[src/sv/spv_div.sv]
// Restoring divider, one quotient bit per cycle, result held until the next start.
`timescale 1ns / 1ps

module spv_div #(
  parameter int DVW = 49,
  parameter int DSW = 33
) (
  input  logic           clk_i,
  input  logic           rst_ni,
  input  logic           start_i,
  input  logic [DVW-1:0] dividend_i,
  input  logic [DSW-1:0] divisor_i,
  output logic           busy_o,
  output logic [DVW-1:0] quot_o
);

  localparam int CntW = $clog2(DVW + 1);

  logic [DVW-1:0]  quot_q, quot_d;
  logic [DSW-1:0]  rem_q, rem_d, dsr_q, dsr_d;
  logic [CntW-1:0] cnt_q, cnt_d;
  logic            busy_q, busy_d;
  logic [DSW:0]    trial;

  always_comb begin
    quot_d = quot_q;
    rem_d  = rem_q;
    dsr_d  = dsr_q;
    cnt_d  = cnt_q;
    busy_d = busy_q;
    trial  = {rem_q, quot_q[DVW-1]};
    if (start_i) begin
      quot_d = dividend_i;
      rem_d  = '0;
      dsr_d  = divisor_i;
      cnt_d  = CntW'(DVW);
      busy_d = 1'b1;
    end else if (busy_q) begin
      if (trial >= {1'b0, dsr_q}) begin
        rem_d  = DSW'(trial - {1'b0, dsr_q});
        quot_d = {quot_q[DVW-2:0], 1'b1};
      end else begin
        rem_d  = trial[DSW-1:0];
        quot_d = {quot_q[DVW-2:0], 1'b0};
      end
      cnt_d = cnt_q - 1'b1;
      if (cnt_q == CntW'(1)) begin
        busy_d = 1'b0;
      end
    end
  end

  always_ff @(posedge clk_i or negedge rst_ni) begin
    if (!rst_ni) begin
      busy_q <= 1'b0;
      cnt_q  <= '0;
    end else begin
      busy_q <= busy_d;
      cnt_q  <= cnt_d;
    end
  end

  always_ff @(posedge clk_i) begin
    quot_q <= quot_d;
    rem_q  <= rem_d;
    dsr_q  <= dsr_d;
  end

  assign busy_o = busy_q;
  assign quot_o = quot_q;

endmodule

[config.mk]
export PLATFORM = sky130hd
export DESIGN_NAME = spv_div
export DESIGN_NICKNAME = d
export VERILOG_FILES = /design/src/sv/spv_div.sv
export SDC_FILE = /design/constraint.sdc
export NUM_CORES = 1
export LEC_CHECK = 0
export ABC_AREA = 1
export BUFFER_PORTS_ARGS = -buffer_cell sky130_fd_sc_hd__buf_2
export CAP_MARGIN = 20
export CORE_UTILIZATION = 55
export CTS_CLUSTER_SIZE = 28
export DETAILED_ROUTE_END_ITERATION = 6
export PLACE_DENSITY_LB_ADDON = 0.3
export SYNTH_ARGS = -nofsm -noshare
export SYNTH_HDL_FRONTEND = slang
export SYNTH_SLANG_ARGS = --single-unit
[constraint.sdc]
create_clock -name clk_i -period 6.4 [get_ports clk_i]
set_clock_uncertainty 0.2 [all_clocks]
set_input_delay 0.64 -clock clk_i [delete_from_list [all_inputs] [get_ports clk_i]]
set_output_delay 0.64 -clock clk_i [all_outputs]
set_load 0.03 [all_outputs]
# Word level (Yosys, flattened, before mapping)
# Cells that the tools add are included.
[totals] regBits=122 latchBits=0 mem_bits_rw=0 mem_bits_ro=0 inputBits=85 output_inout_bits=50 n_memories=0
[classes] add_sub_neg=2 multipliers=0 n_div=0 magnitude_cmp=1 n_eq_ne=1 n_shift=0 mux=9 bitwise=0 reduce_logical=1
[op_table] operator="2-to-1 mux 49 bit" count=2
[op_table] operator=">= comparator 34 x 33 -> 1 bit" count=1
[op_table] operator="2-to-1 mux 33 bit" count=1
[op_table] operator="subtractor 33 bit" count=1
[op_table] operator="2-to-1 mux 6 bit" count=2
[op_table] operator="equality test 6 x 1 -> 1 bit, second input constant" count=1
[op_table] operator="subtractor 6 x 1 -> 6 bit, second input constant" count=1
[op_table] operator="2-to-1 mux 1 bit" count=4
[op_table] operator="nonzero test 2 bit" count=1

# Longest topological paths before layout
[logic_depth] ltp_word=4 depth_mapped=17

# Least setup slack after synthesis
# Ideal clock, no wire load.
[synth_path] path_kind="input -> register" start="input start_i" end="register quot_q[0], in the netlist quot_o[0], enable pin" setup_ns=0.433 t_arrival_ns=2.684 required_time_ns=5.767 setup_slack_ns=3.083 stages=4 path_buffers=2 path_cell_list="clkbuf_1 > nor2_1 > inv_1 > clkbuf_1"
[synth_between] elab_chain_len=1
[synth_lines] item="from (decl)" line="10" source="input logic start_i,"
[synth_lines] item="nonzero test 2 bit (no line)"
[synth_lines] item="to (signal assigned)" line="64" source="quot_q <= quot_d;"
[synth_lines] item="to (decl)" line="19" source="logic [DVW-1:0] quot_q, quot_d;"
# Every way passes these cells.
# A chain may end at the register's enable or synchronous reset.

# Worst setup path in the final report
[layout_path] start="register quot_q[48], in the netlist quot_o[48]" end="register rem_q[14]"
[layout_between] elab_chain_len=2
[layout_lines] item="subtractor 33 bit or >= comparator 34 x 33 -> 1 bit (tied branches)" line="40, 39"
[layout_lines] item="2-to-1 mux 33 bit *" line="39" source="if (trial >= {1'b0, dsr_q}) begin"
[layout_lines] item="to (signal assigned)" line="65" source="rem_q <= rem_d;"
[layout_lines] item="to (decl)" line="20" source="logic [DSW-1:0] rem_q, rem_d, dsr_q, dsr_d;"
# Every way passes the cells marked *; elsewhere a longest branch is shown, timed or not.

==> impl_summary.log <==
[metrics] horizontal extent of the die: 121 microns
[metrics] drc violations: 0
[metrics] cell area after synthesis: 7810 sq um
[metrics] Max FO, Critical Path: 36
[metrics] global routing usage summed across all routing layers: 0.271
[metrics] category of the worst setup path capture point: register
[metrics] drt initial violations: 513
[metrics] final setup slack of the worst path: 3.54 ns
[metrics] post-detailed-routing wire length: 18800 microns
[metrics] FF-to-FF Start: quot_o[48]
[metrics] clock latency reported for the late side of the worst-skew pair: 0.42 ns
[metrics] post-synthesis register bit count: between 100 and 150
[metrics] first element of the critical path: quot_o[48]
[metrics] core region area: 13900 sq um
[metrics] part of the total power dissipated in sequential elements: 0.293
[metrics] Hold Fails Final Rpt: 0
[metrics] simple-gate portion of the synthesized area: 0.356
[metrics] clock root buffer: clkbuf_16
[metrics] end of the worst register-to-register path: rem_q[14]
[metrics] shortest clock period the worst path allows after layout: between 2 and 3 ns
[metrics] final worst-path cycle share: 0.446
[metrics] distinct cell type count after synthesis: 38
[metrics] compound-gate portion of the synthesized area: 0.0354
[metrics] Setup TNS: 0 ns
[metrics] highest achievable clock rate: 0.350 GHz
[metrics] Register-to-Register Setup Slack: 3.54 ns
[metrics] layout cells sized above 1: 0.172
[metrics] number of optimization iterations in the first detailed-route pass: 5
[metrics] final slew viol count: 0
[metrics] RSZ-0062 raised after global routing: false
[metrics] cell-internal power: 2.12 mW
[metrics] pin count of the biggest net entering global routing: between 80 and 90
[metrics] combinational family with the most area after synthesis: simple AND/OR/NAND/NOR gates
[metrics] Nets: between 1000 and 1500
[metrics] Tightest Hold Check Type: in2reg
[metrics] IO Count: 135
[metrics] Post-DRT Antenna Nets: 0
[metrics] status: finished, final reports clean
[metrics] xor and xnor fraction of the mapped netlist area: 0.0168
[metrics] data required time at the worst endpoint: around 6.6 ns
[metrics] Finished Core Util: 0.658
[metrics] number of violations of the max-capacitance limit: 0
[metrics] count of buffers inserted at the top-level ports: roughly 130
[metrics] number of global-route vias before repair: 6714
[metrics] multiplexer share of the synthesized area: 0
[metrics] number of antenna violations at the first check in global routing: 0
[metrics] setup-violating endpoint count in the final report: 0
[metrics] Peak supply drop: 0.000212 V
[metrics] number of standard cells in the layout, taps in and fillers out: roughly 1400
[metrics] worst slew slack as a fraction of its limit: 0.371
[metrics] WP data arrival: 3.01 ns
[metrics] startpoint type of the worst setup path: register
[metrics] antenna diode instance count: 0
[metrics] via total after detailed routing: 7096
[metrics] portion of total power attributed to the clock network: 0.232
[metrics] Mapped Cells: around 1100
[metrics] cell family contributing the most delay on the critical path: simple AND/OR/NAND/NOR gates
[metrics] Chip Height: between 100 and 150 microns
[metrics] number of H-tree branching levels: 4
[metrics] share of synthesized cell area in full adder, half adder and majority cells: 0.0587
[metrics] Clock Path Buffers: 2
[metrics] clock-pin slew of the registers on the worst-case setup and hold paths: 0.06 ns
[metrics] pwr dens: 409 nW/um^2
[metrics] routability congestion estimate from global placement: roughly 0.97
[metrics] Num Clock Sinks: ~120
[metrics] Die Outline Area: 14700 sq um
[metrics] buffering stage count on the worst path with inverters included: 2
[metrics] worst setup path end: rem_q[14]
[metrics] per-instance average area after synthesis: 7.19 sq um
[metrics] count of warnings emitted by yosys: 0
[metrics] wire length per cell: 13.3 microns
[metrics] slowest stage cell, crit path: fa_1
[metrics] number of placement rows: 43
[metrics] first-pass GRT wire length: 30800 microns
[metrics] clock tree from TritonCTS: yes
[metrics] switching share of power: 0.432
[metrics] static leakage power: roughly 5.0 nW
[metrics] placed cell count: between 1000 and 1500
[metrics] Reg2Reg Depth: 13
[metrics] Initial Util: 0.562
[metrics] Worst-Margin Slew: 0.944 ns
[metrics] post-detailed-placement half-perimeter wirelength: 13600 microns
[metrics] logic depth of the worst path, buffers included: 13
[metrics] portion of the post-synthesis area used by sequential elements: 0.423
[metrics] Remaining Overflow, GRT: 0
[metrics] post-CTS setup buffers: 0
[metrics] number of buffers added by the clock tree synthesis step: 17
[metrics] Worst Path Class, Setup: reg2reg
[metrics] worst slack, placed: ~3.5 ns
[metrics] list of cells traversed by the critical path: inv_1 -> ha_1 -> inv_1 -> fa_1 -> nand3_1 -> nand3_2 -> nand2_2 -> nand2_2 -> nand2_4 -> nand2_8 -> nand2_1 -> nand3_1 -> o21ai_1
[metrics] Gate power share: 0.475
[metrics] maximum single-stage delay on the critical path: 0.45 ns
[metrics] Area Growth Syn to Fin: 17.0%
[metrics] post-detailed-route via-to-cell ratio: 5.03
[metrics] number of nets in the synthesized netlist: 1207
[metrics] Net Switching: 1.62 mW
## final cells by class
type / count / area, sq um
Multi-Input combinational cell: 749 / 3650
Clock buffer: 19 / 433
Timing Repair Buffer: 140 / 721
Tap cell: 180 / 225
Clock inverter: 13 / 97.6
Inverter: 189 / 709
Sequential cell: 122 / 3300
Fill cell: 1262 / 4750
## power by group through the flow
stage / Combinational (mW) / Sequential, mW / Clock, mW
6_report: 1.78 / 1.09 / 0.868
5_1_grt: 2.01 / 1.11 / 0.909
4_1_cts: 1.76 / 1.09 / 0.876
3_5_place_dp: 1.75 / 1.10 / 0
3_3_place_gp: 1.71 / 1.10 / 0
2_1_floorplan: 1.35 / 1.15 / 0
## kinds of logic after synthesis
logic type	count (synthesis)
simple gates	647
buf+inv	215
flops	122
compound gates	51
fa+ha+maj	36
xor+xnor	15
## cell usage in the layout, fill, tap and decap left out, types with 2 or more instances in the layout
| master | n |
|---|---|
| dfxtp_1 | 33 |
| a21oi_1 | 24 |
| o21bai_1 | 4 |
| clkbuf_16 | 17 |
| nor2_2 | 8 |
| inv_6 | 2 |
| and2_1 | 9 |
| nand2_2 | 11 |
| clkinv_4 | 4 |
| o21ai_1 | 11 |
| nand3b_1 | 14 |
| buf_2 | 133 |
| inv_1 | 177 |
| nand4_1 | 9 |
| clkinv_2 | 3 |
| dfrtp_1 | 7 |
| a31oi_1 | 2 |
| clkinvlp_4 | 4 |
| xnor2_1 | 14 |
| clkbuf_1 | 2 |
| o21ai_0 | 7 |
| buf_4 | 6 |
| nor3_1 | 3 |
| inv_2 | 10 |
| a21oi_2 | 2 |
| nand3_2 | 5 |
| nor2_4 | 3 |
| clkinv_1 | 2 |
| nand2_1 | 457 |
| nor2_1 | 39 |
| nand3_1 | 84 |
| ha_1 | 35 |
| edfxtp_1 | 82 |
## Yosys cell counts (all sizes together)
cell type,n,area share
a21oi,26,0.018
o22ai,1,0.00080
nand3b,14,0.013
buf,13,0.013
xnor2,14,0.016
clkinv,2,0.00096
inv,187,0.090
nor2,51,0.032
or2,1,0.00080
clkbuf,13,0.0063
a31oi,2,0.0016
nand2,470,0.23
dfxtp,33,0.085
o21bai,4,0.0038
nand4,9,0.0072
and2,9,0.0072
xor2,1,0.0011
nand3,89,0.060
edfxtp,82,0.32
nor3,3,0.0019
o21ai,18,0.012
ha,35,0.056
fa,1,0.0026
dfrtp,7,0.022
nor4,1,0.00080
## metal layers
layer | GRT usage | routed length [microns] | vias to the layer above
li1 | - | - | 3642
met1 | 0.350 | 8480 | 3168
met2 | 0.433 | 8500 | 253
met3 | 0.0644 | 1320 | 33
met4 | 0.121 | 490 | 0
met5 | 0 | 0 | -
## stage by stage
stage          area [sq um]  total power, mW  hold slack [ns]
2_1_floorplan          7810             2.50            0.144
3_3_place_gp           8590             2.82            0.258
3_5_place_dp           8590             2.85            0.259
4_1_cts                9130             3.73            0.177
5_1_grt                9130             4.03            0.179
6_report               9130             3.74            0.189
## worst min-delay path by stage
stage | start | endpoint | slack, ns | cells after the start
floorplan | rst_ni | busy_o | 0.14 | 0
global placement | rem_q[15] | rem_q[15] | 0.26 | 2
detailed placement | rem_q[15] | rem_q[15] | 0.26 | 2
CTS | divisor_i[28] | dsr_q[28] | 0.18 | 1
global route | divisor_i[3] | dsr_q[3] | 0.18 | 1
finish | divisor_i[28] | dsr_q[28] | 0.19 | 1
## timing repair
| item | CTS | global route |
|---|---|---|
| hold buffers | 1 | 0 |
| endpoints found under the setup margin | 0 | 0 |
| endpoints found under the hold margin | 7 | 0 |
| resized for setup | 0 | 0 |
## sequential cells by signal, indices dropped and copies added, names as in the netlist
| signal | flops |
|---|---|
| cnt_q | 6 |
| busy_o | 1 |
| dsr_q | 33 |
| rem_q | 33 |
| quot_o | 49 |
(Power assumes the default switching activity.)
